**src/rtl/dns_name_text_to_wire_defines.svh**
```systemverilog
// Assertion macros for the domain name text to wire converter.
`ifndef DNS_NAME_TEXT_TO_WIRE_DEFINES_SVH
`define DNS_NAME_TEXT_TO_WIRE_DEFINES_SVH

`ifndef SYNTHESIS
`define DNTW_ASSERT(lbl, prop) \
  lbl: assert property (@(posedge clk_i) disable iff (!rst_ni) (prop)) \
    else $error("dntw: assertion failed");
`define DNTW_ASSERT_NEXT(lbl, ante, cons) \
  lbl: assert property (@(posedge clk_i) disable iff (!rst_ni) (ante) |=> (cons)) \
    else $error("dntw: assertion failed");
`else
`define DNTW_ASSERT(lbl, prop)
`define DNTW_ASSERT_NEXT(lbl, ante, cons)
`endif

`endif

```
**src/rtl/dntw_pkg.sv**
```systemverilog
// Shared types and constants for the domain name text to wire converter.
`timescale 1ns / 1ps

package dntw_pkg;

  localparam logic [7:0] NAME_MAX  = 8'd255;
  localparam logic [7:0] LABEL_MAX = 8'd63;

  localparam logic [7:0] CH_DOT  = 8'h2E;
  localparam logic [7:0] CH_BSL  = 8'h5C;
  localparam logic [7:0] CH_ZERO = 8'h30;
  localparam logic [7:0] CH_NINE = 8'h39;

  localparam logic [2:0] ERR_NONE       = 3'd0;
  localparam logic [2:0] ERR_NAME_LONG  = 3'd1;
  localparam logic [2:0] ERR_EMPTY      = 3'd2;
  localparam logic [2:0] ERR_LABEL_LONG = 3'd3;
  localparam logic [2:0] ERR_BAD_ESC    = 3'd4;

  typedef enum logic [1:0] {
    MODE_NORMAL,
    MODE_ESC,
    MODE_DIG1,
    MODE_DIG2
  } mode_e;

  typedef enum logic [1:0] {
    KIND_DATA,
    KIND_LEN,
    KIND_DONE,
    KIND_ERROR
  } kind_e;

  typedef struct packed {
    kind_e      kind;
    logic [7:0] offset;
    logic [7:0] value;
    logic [8:0] total_length;
    logic [2:0] error_code;
  } result_t;

  typedef struct packed {
    logic [1:0]       last_idx;
    result_t [3:0]    res;
  } bundle_t;

endpackage

```
**src/rtl/dntw_front.sv**
```systemverilog
// Character parser: tracks label and escape state, builds result bundles.
`timescale 1ns / 1ps

module dntw_front (
  input  logic              clk_i,
  input  logic              rst_ni,
  input  logic              accept_i,
  input  logic [7:0]        ch_i,
  input  logic              last_i,
  output logic              push_o,
  output dntw_pkg::bundle_t bundle_o
);

  import dntw_pkg::*;

  mode_e      mode_q, mode_d;
  logic [7:0] ls_q, ls_d;
  logic [7:0] wp_q, wp_d;
  logic [6:0] esc_q, esc_d;
  logic [2:0] err_q, err_d;

  logic       is_dig;
  logic [3:0] dig;
  logic [9:0] esc_sum;
  logic [7:0] clen;

  logic       root;
  logic       cev_vld;
  result_t    cev;
  logic       fin_len_vld;
  logic [7:0] fin_len_off;
  logic [7:0] fin_len;
  logic [8:0] fin_tot;
  logic [7:0] fin_root_off;
  logic [2:0] fin_err;

  assign is_dig  = (ch_i >= CH_ZERO) && (ch_i <= CH_NINE);
  assign dig     = ch_i[3:0];
  assign esc_sum = {esc_q, 3'b000} + {2'b00, esc_q, 1'b0} + {6'd0, dig};
  assign clen    = wp_q - ls_q - 8'd1;

  always_comb begin
    mode_e      m;
    logic [2:0] e;
    logic [7:0] lsx;
    logic [7:0] wpx;
    logic [7:0] flen;
    mode_d       = mode_q;
    ls_d         = ls_q;
    wp_d         = wp_q;
    esc_d        = esc_q;
    err_d        = err_q;
    root         = 1'b0;
    cev_vld      = 1'b0;
    cev          = '{kind: KIND_DATA, offset: wp_q, value: ch_i, total_length: 9'd0,
                     error_code: ERR_NONE};
    fin_len_vld  = 1'b0;
    fin_len_off  = 8'd0;
    fin_len      = 8'd0;
    fin_tot      = 9'd0;
    fin_root_off = 8'd0;
    fin_err      = ERR_NONE;
    m            = MODE_NORMAL;
    e            = ERR_NONE;
    lsx          = 8'd0;
    wpx          = 8'd0;
    flen         = 8'd0;
    if (err_q == ERR_NONE) begin
      case (mode_q)
        MODE_NORMAL: begin
          if (last_i && ch_i == CH_DOT && wp_q == 8'd1 && ls_q == 8'd0) begin
            root = 1'b1;
          end else if (wp_q >= NAME_MAX) begin
            err_d = ERR_NAME_LONG;
          end else if (ch_i == CH_DOT) begin
            if (wp_q == ls_q + 8'd1) begin
              err_d = ERR_EMPTY;
            end else if (clen > LABEL_MAX) begin
              err_d = ERR_LABEL_LONG;
            end else begin
              cev_vld    = 1'b1;
              cev.kind   = KIND_LEN;
              cev.offset = ls_q;
              cev.value  = clen;
              ls_d       = wp_q;
              wp_d       = wp_q + 8'd1;
            end
          end else if (ch_i == CH_BSL) begin
            mode_d = MODE_ESC;
          end else begin
            cev_vld = 1'b1;
            wp_d    = wp_q + 8'd1;
          end
        end
        MODE_ESC: begin
          if (is_dig) begin
            esc_d  = {3'b000, dig};
            mode_d = MODE_DIG1;
          end else begin
            cev_vld = 1'b1;
            wp_d    = wp_q + 8'd1;
            mode_d  = MODE_NORMAL;
          end
        end
        MODE_DIG1: begin
          if (is_dig) begin
            esc_d  = esc_sum[6:0];
            mode_d = MODE_DIG2;
          end else begin
            err_d = ERR_BAD_ESC;
          end
        end
        MODE_DIG2: begin
          if (is_dig) begin
            cev_vld   = 1'b1;
            cev.value = (esc_sum > 10'd255) ? 8'd0 : esc_sum[7:0];
            wp_d      = wp_q + 8'd1;
            mode_d    = MODE_NORMAL;
            esc_d     = 7'd0;
          end else begin
            err_d = ERR_BAD_ESC;
          end
        end
        default: begin
          mode_d = MODE_NORMAL;
        end
      endcase
    end
    if (last_i && !root) begin
      e   = err_d;
      m   = mode_d;
      lsx = ls_d;
      wpx = wp_d;
      if (e == ERR_NONE && m != MODE_NORMAL) begin
        e = ERR_BAD_ESC;
      end
      if (e == ERR_NONE && {1'b0, wpx} != {1'b0, lsx} + 9'd1) begin
        flen = wpx - lsx - 8'd1;
        if (flen > LABEL_MAX) begin
          e = ERR_LABEL_LONG;
        end else begin
          fin_len_vld = 1'b1;
          fin_len_off = lsx;
          fin_len     = flen;
          lsx         = wpx;
        end
      end
      fin_tot = {1'b0, lsx} + 9'd1;
      if (e == ERR_NONE && fin_tot > {1'b0, NAME_MAX}) begin
        e = ERR_NAME_LONG;
      end
      fin_root_off = lsx;
      fin_err      = e;
    end
    if (last_i) begin
      mode_d = MODE_NORMAL;
      ls_d   = 8'd0;
      wp_d   = 8'd1;
      esc_d  = 7'd0;
      err_d  = ERR_NONE;
    end
  end

  always_comb begin
    logic [2:0] n;
    n        = 3'd0;
    bundle_o = '0;
    if (root) begin
      bundle_o.res[0] = '{kind: KIND_LEN, offset: 8'd0, value: 8'd0, total_length: 9'd0,
                          error_code: ERR_NONE};
      bundle_o.res[1] = '{kind: KIND_DONE, offset: 8'd0, value: 8'd0, total_length: 9'd1,
                          error_code: ERR_NONE};
      n = 3'd2;
    end else if (last_i && fin_err != ERR_NONE) begin
      bundle_o.res[0] = '{kind: KIND_ERROR, offset: 8'd0, value: 8'd0, total_length: 9'd0,
                          error_code: fin_err};
      n = 3'd1;
    end else begin
      if (cev_vld) begin
        bundle_o.res[n[1:0]] = cev;
        n = n + 3'd1;
      end
      if (last_i) begin
        if (fin_len_vld) begin
          bundle_o.res[n[1:0]] = '{kind: KIND_LEN, offset: fin_len_off, value: fin_len,
                                   total_length: 9'd0, error_code: ERR_NONE};
          n = n + 3'd1;
        end
        bundle_o.res[n[1:0]] = '{kind: KIND_LEN, offset: fin_root_off, value: 8'd0,
                                 total_length: 9'd0, error_code: ERR_NONE};
        n = n + 3'd1;
        bundle_o.res[n[1:0]] = '{kind: KIND_DONE, offset: 8'd0, value: 8'd0,
                                 total_length: fin_tot, error_code: ERR_NONE};
        n = n + 3'd1;
      end
    end
    bundle_o.last_idx = 2'(n - 3'd1);
    push_o            = accept_i && (n != 3'd0);
  end

  always_ff @(posedge clk_i or negedge rst_ni) begin
    if (!rst_ni) begin
      mode_q <= MODE_NORMAL;
      ls_q   <= 8'd0;
      wp_q   <= 8'd1;
      esc_q  <= 7'd0;
      err_q  <= ERR_NONE;
    end else if (accept_i) begin
      mode_q <= mode_d;
      ls_q   <= ls_d;
      wp_q   <= wp_d;
      esc_q  <= esc_d;
      err_q  <= err_d;
    end
  end

endmodule

```
**src/rtl/dntw_queue.sv**
```systemverilog
// Small bundle queue between the parser and the result serializer.
`timescale 1ns / 1ps

module dntw_queue #(
  parameter int unsigned DEPTH = 2
) (
  input  logic              clk_i,
  input  logic              rst_ni,
  input  logic              push_i,
  input  dntw_pkg::bundle_t push_data_i,
  input  logic              pop_i,
  output dntw_pkg::bundle_t head_o,
  output logic              empty_o,
  output logic              full_o
);

  import dntw_pkg::*;

  localparam int unsigned PTR_W = $clog2(DEPTH);
  localparam int unsigned CNT_W = $clog2(DEPTH + 1);

  bundle_t            entry_q [DEPTH];
  logic [PTR_W-1:0]   wr_ptr_q, wr_ptr_d;
  logic [PTR_W-1:0]   rd_ptr_q, rd_ptr_d;
  logic [CNT_W-1:0]   cnt_q, cnt_d;
  logic               do_push;
  logic               do_pop;

  assign empty_o = (cnt_q == '0);
  assign full_o  = (cnt_q == CNT_W'(DEPTH));
  assign head_o  = entry_q[rd_ptr_q];
  assign do_push = push_i && !full_o;
  assign do_pop  = pop_i && !empty_o;

  always_comb begin
    wr_ptr_d = wr_ptr_q;
    rd_ptr_d = rd_ptr_q;
    cnt_d    = cnt_q;
    if (do_push) begin
      wr_ptr_d = (wr_ptr_q == PTR_W'(DEPTH - 1)) ? '0 : wr_ptr_q + PTR_W'(1);
    end
    if (do_pop) begin
      rd_ptr_d = (rd_ptr_q == PTR_W'(DEPTH - 1)) ? '0 : rd_ptr_q + PTR_W'(1);
    end
    if (do_push && !do_pop) begin
      cnt_d = cnt_q + CNT_W'(1);
    end else if (do_pop && !do_push) begin
      cnt_d = cnt_q - CNT_W'(1);
    end
  end

  always_ff @(posedge clk_i or negedge rst_ni) begin
    if (!rst_ni) begin
      wr_ptr_q <= '0;
      rd_ptr_q <= '0;
      cnt_q    <= '0;
    end else begin
      wr_ptr_q <= wr_ptr_d;
      rd_ptr_q <= rd_ptr_d;
      cnt_q    <= cnt_d;
    end
  end

  always_ff @(posedge clk_i) begin
    if (do_push) begin
      entry_q[wr_ptr_q] <= push_data_i;
    end
  end

endmodule

```
**src/rtl/dntw_back.sv**
```systemverilog
// Result serializer: walks the head bundle into the output register.
`timescale 1ns / 1ps

module dntw_back (
  input  logic              clk_i,
  input  logic              rst_ni,
  input  dntw_pkg::bundle_t head_i,
  input  logic              empty_i,
  output logic              pop_o,
  output logic              out_valid_o,
  input  logic              out_ready_i,
  output dntw_pkg::result_t out_res_o,
  output logic              out_last_o
);

  import dntw_pkg::*;

  logic       out_valid_q, out_valid_d;
  result_t    out_res_q;
  logic       out_last_q;
  logic [1:0] idx_q, idx_d;
  logic       load;
  logic       is_end;

  assign load   = !out_valid_q || out_ready_i;
  assign is_end = (idx_q == head_i.last_idx);
  assign pop_o  = load && !empty_i && is_end;

  always_comb begin
    out_valid_d = out_valid_q;
    idx_d       = idx_q;
    if (load) begin
      out_valid_d = !empty_i;
      if (!empty_i) begin
        idx_d = is_end ? 2'd0 : idx_q + 2'd1;
      end
    end
  end

  always_ff @(posedge clk_i or negedge rst_ni) begin
    if (!rst_ni) begin
      out_valid_q <= 1'b0;
      idx_q       <= 2'd0;
    end else begin
      out_valid_q <= out_valid_d;
      idx_q       <= idx_d;
    end
  end

  always_ff @(posedge clk_i) begin
    if (load && !empty_i) begin
      out_res_q  <= head_i.res[idx_q];
      out_last_q <= is_end;
    end
  end

  assign out_valid_o = out_valid_q;
  assign out_res_o   = out_res_q;
  assign out_last_o  = out_last_q;

endmodule

```
**src/rtl/dns_name_text_to_wire.sv**
```systemverilog
// Top level: domain name text to wire format converter, stream in and out.
// A character's results are registered in the bundle queue, then loaded into the output register.
// Throughput: one character per cycle while each yields at most one result and the sink is
// ready; the output register emits one result per cycle while the sink is ready, so a name
// end with up to four results holds the output side while the bundle queue (QUEUE_DEPTH entries) absorbs input.
// Reset: asynchronous active low; clears parser state, queue pointers and output valid.
`timescale 1ns / 1ps
`include "dns_name_text_to_wire_defines.svh"

module dns_name_text_to_wire #(
  parameter int unsigned QUEUE_DEPTH = 2
) (
  input  logic        clk_i,
  input  logic        rst_ni,
  input  logic        s_axis_tvalid_i,
  output logic        s_axis_tready_o,
  input  logic [7:0]  s_axis_tdata_i,   // [7:0] ch
  input  logic        s_axis_tlast_i,
  output logic        m_axis_tvalid_o,
  input  logic        m_axis_tready_i,
  output logic [31:0] m_axis_tdata_o,   // [7:0] offset, [15:8] value,
                                        // [24:16] total_length, [27:25] error_code
  output logic [1:0]  m_axis_tuser_o,   // [1:0] kind
  output logic        m_axis_tlast_o
);

  import dntw_pkg::*;

  logic    accept;
  logic    q_push;
  logic    q_pop;
  logic    q_empty;
  logic    q_full;
  bundle_t push_bundle;
  bundle_t head_bundle;
  result_t out_res;

  assign s_axis_tready_o = !q_full;
  assign accept          = s_axis_tvalid_i && !q_full;

  dntw_front u_front (
    .clk_i    (clk_i),
    .rst_ni   (rst_ni),
    .accept_i (accept),
    .ch_i     (s_axis_tdata_i),
    .last_i   (s_axis_tlast_i),
    .push_o   (q_push),
    .bundle_o (push_bundle)
  );

  dntw_queue #(
    .DEPTH (QUEUE_DEPTH)
  ) u_queue (
    .clk_i       (clk_i),
    .rst_ni      (rst_ni),
    .push_i      (q_push),
    .push_data_i (push_bundle),
    .pop_i       (q_pop),
    .head_o      (head_bundle),
    .empty_o     (q_empty),
    .full_o      (q_full)
  );

  dntw_back u_back (
    .clk_i       (clk_i),
    .rst_ni      (rst_ni),
    .head_i      (head_bundle),
    .empty_i     (q_empty),
    .pop_o       (q_pop),
    .out_valid_o (m_axis_tvalid_o),
    .out_ready_i (m_axis_tready_i),
    .out_res_o   (out_res),
    .out_last_o  (m_axis_tlast_o)
  );

  assign m_axis_tdata_o = {4'd0, out_res.error_code, out_res.total_length,
                           out_res.value, out_res.offset};
  assign m_axis_tuser_o = out_res.kind;

  `DNTW_ASSERT(a_no_push_when_full, !(q_push && q_full))
  `DNTW_ASSERT_NEXT(a_push_fills_queue, q_push, !q_empty)
  `DNTW_ASSERT(a_done_ends_run, !(m_axis_tvalid_o && out_res.kind == KIND_DONE) || m_axis_tlast_o)
  `DNTW_ASSERT(a_error_has_code,
               !(m_axis_tvalid_o && out_res.kind == KIND_ERROR) ||
               (m_axis_tlast_o && out_res.error_code != ERR_NONE))

endmodule

```
**config.mk**
```make
export PLATFORM = sky130hd
export DESIGN_NAME = dns_name_text_to_wire
export DESIGN_NICKNAME = d
export VERILOG_FILES = /design/src/rtl/dntw_pkg.sv /design/src/rtl/dntw_front.sv /design/src/rtl/dntw_queue.sv /design/src/rtl/dntw_back.sv /design/src/rtl/dns_name_text_to_wire.sv
export VERILOG_INCLUDE_DIRS = /design/src /design/src/rtl
export SDC_FILE = /design/constraint.sdc
export NUM_CORES = 1
export LEC_CHECK = 0
export BUFFER_PORTS_ARGS = -buffer_cell sky130_fd_sc_hd__buf_2
export CELL_PAD_IN_SITES_DETAIL_PLACEMENT = 0
export CELL_PAD_IN_SITES_GLOBAL_PLACEMENT = 1
export CORE_MARGIN = 2
export CORE_UTILIZATION = 51
export DETAILED_ROUTE_END_ITERATION = 6
export PLACE_DENSITY = 0.9
export SLEW_MARGIN = 15
export SYNTH_ARGS = -nofsm -noshare
export SYNTH_HDL_FRONTEND = slang
export SYNTH_SLANG_ARGS = --single-unit
```
**constraint.sdc**
```tcl
create_clock -name clk_i -period 18.45 [get_ports clk_i]
set_clock_uncertainty 0.15 [all_clocks]
set_input_delay 3.69 -clock clk_i [delete_from_list [all_inputs] [get_ports clk_i]]
set_output_delay 3.69 -clock clk_i [all_outputs]
set_load 0.1 [all_outputs]
```
==> summary.txt <==
Antenna violations before repair: 0
Maxcap violations: 0
Post-detailed-route DRC marker count: 0
Port bufs: 45
Power density over cell area: 201 mW/mm²
Ys async rst share: 0.135
Syn-to-layout area delta: 9.41%
Post-DP HPWL: 27.6 mm
Status: finished clean
Crit end category: flop
Slowest cell on crit path: a211oi_4
Setup WS pre-CTS: 4.30 ns
Final Hold Vio Count: 0
Die Width: 173 µm
Cell taking the most area after synthesis: edfxtp_1
Crit path time final: 13.82 ns
Total negative setup slack: 0 ns
Sequential share of the synthesized area: 0.521
Post-synth EDFFs: 225
Startpoint Class: input pin
TritonRoute pass-1 iters: 6
Period utilization: 0.749
Die area: 0.0301 mm²
Synthesized cell area: 0.0146 mm²
Grt total ovfl: 0
Initial Util: 0.514
Via density per instance: 6.35
CTS Buf Count: 27
Slew @ Worst Pin: 1.24 ns
Final ANT Viol Nets: 0
Setup ws final: 4.63 ns
Worst vdd ir: 0.0923 mV
Multi-input logic area: 0.00655 mm²
Drt wl/cell: 22.9 µm
Core area: 0.0285 mm²
RSZ-0062 raised after global routing: false
DRT iter0 DRCs: 1,363
Num ports: 50
Hold Crit Class: flop to flop
Max transition margin: 0.166
Crit path buf inv count: 5
Hold buffers post-CTS: 0
Max Clock Freq: 72.4 MHz
Clock Sinks: 260
CP Class: input pin to flop
Resize count post-CTS: 0
CTS tree: built
Cell Rows: 62
Share of layout cells above drive strength 1: 0.138
Synth cell types: 86
Setup Buffers After CTS: 0
Largest net degree at the start of global routing: 76
Max Slew Vio Count: 0
Vias post-DR: 10.9k
WP data arrival: 13.82 ns
P_leak: 0.00587 µW
Warnings from Yosys: 0
Clock Path Buffers: 3
Diodes inserted: 0
Worst path max stage delay: 0.97 ns
Htree depth: 1
Primary FF master, synth: edfxtp_1
Final Setup Violations: 0
First-pass GRT wire length: 60.8 mm
Worst-skew pair later-pin latency: 0.53 ns
GRT Total Usage: 0.259
Root buffer cell: clkbuf_16
WL final: 39.4 mm
Register area: 0.00764 mm²
CP delay by family, top: compound AO/OA/AOI/OAI gates
Synth top area cells: edfxtp_1, mux4_2, dfrtp_1, nand2_1, ha_1
Mean Syn Cell Area: 11.3 µm²
Vias in the first global route: 10.4k
Seq cells post-synth: 260
Top cell type's share of synthesized area: 0.461
Worst EP required: 18.45 ns
Clock-pin slew on the worst setup and hold paths: 0.06 ns
Die H: 173 µm
Mapped Cells: 1,297
Final nets: 1,376
Crit-path max FO: 75
Gpl congestion: 0.941
FILL cells: 2,323
[flip-flops by register name, summed over array words and instances, names as in the netlist]
signal / count
u_front.err_q: 3
u_front.esc_q: 7
u_back.out_last_o: 1
u_queue.rd_ptr_q: 1
u_front.mode_q: 2
u_back.out_valid_o: 1
u_back.idx_q: 2
u_front.ls_q: 8
u_back.out_res_o: 30
u_queue.entry_q: 194
u_queue.wr_ptr_q: 1
u_queue.cnt_q: 2
u_front.wp_q: 8
[cell type report]
class,instances,share of cell area
Timing Repair Buffer,58,0.0201
Inverter,45,0.0105
Multi-Input combinational cell,921,0.409
Clock buffer,34,0.0438
Clock inverter,16,0.00992
Tap cell,384,0.0300
Sequential cell,260,0.477
[metrics by stage]
stage	total power (µW)	area, µm²	std cells	hold WS (ns)	utilization
final	3220	16000	1718	0.371	0.563
after global routing	3370	16000	1718	0.391	0.563
after CTS	3200	16000	1718	0.374	0.563
after detailed placement	2670	15200	1668	0.361	0.533
after global placement	2630	15200	1668	0.361	0.533
after floorplan	2310	14700	1312	0.332	-
[Yosys cell counts, drive strengths merged, types with 35 or more instances]
master / count
ha: 46
edfxtp: 225
o21ai: 59
a21oi: 65
nand2: 171
inv: 45
mux4: 46
nand3: 43
clkbuf: 51
nor3: 64
buf: 35
nor2: 83
[report_power, final]
group / internal, µW / switching (µW)
combinational: 476 / 1190
clock: 312 / 221
sequential: 937 / 81.4
[cell usage in the layout (no fill, tap or decap), types with 27 or more instances in the layout]
master	count
edfxtp_1	225
buf_2	45
dfrtp_1	32
inv_1	44
ha_1	46
xnor2_1	32
nor3_1	63
nor2_1	82
mux4_2	46
nand2_1	170
nand3_1	42
o21ai_0	54
clkbuf_16	27
a21oi_1	64
[final timing paths]
kind,from,to,slack (ns),cells past startpoint
max in group asynchronous,rst_ni,u_queue.rd_ptr_q,14.31,1
worst min-delay path,u_queue.cnt_q[1],u_queue.cnt_q[1],0.37,1
worst max-delay path,s_axis_tlast_i,u_queue.entry_q[0][35],4.63,33
worst max register to register,u_front.wp_q[0],u_queue.entry_q[0][35],6.60,36
min in group asynchronous,rst_ni,u_front.ls_q[4],3.13,1
worst min register to register,u_queue.cnt_q[1],u_queue.cnt_q[1],0.37,1
[logic make-up after synthesis]
group,after synthesis,share of synthesized area
and+or+nand+nor,480,0.162
adders and majority gates,50,0.0448
buffers and inverters,131,0.0371
xor gates and xnor gates,45,0.0289
muxes,66,0.0848
AOI/OAI and AO/OA,264,0.121
DFF,260,0.521
other,1,0.000256
[per-layer routing]
metal / part of all wire / track usage
met1: 0.43 / 0.371
met2: 0.47 / 0.411
met4: 0.028 / 0.0780
met3: 0.079 / 0.0417
met5: 0 / 0
Note: power is estimated with default switching activity, not from simulation.
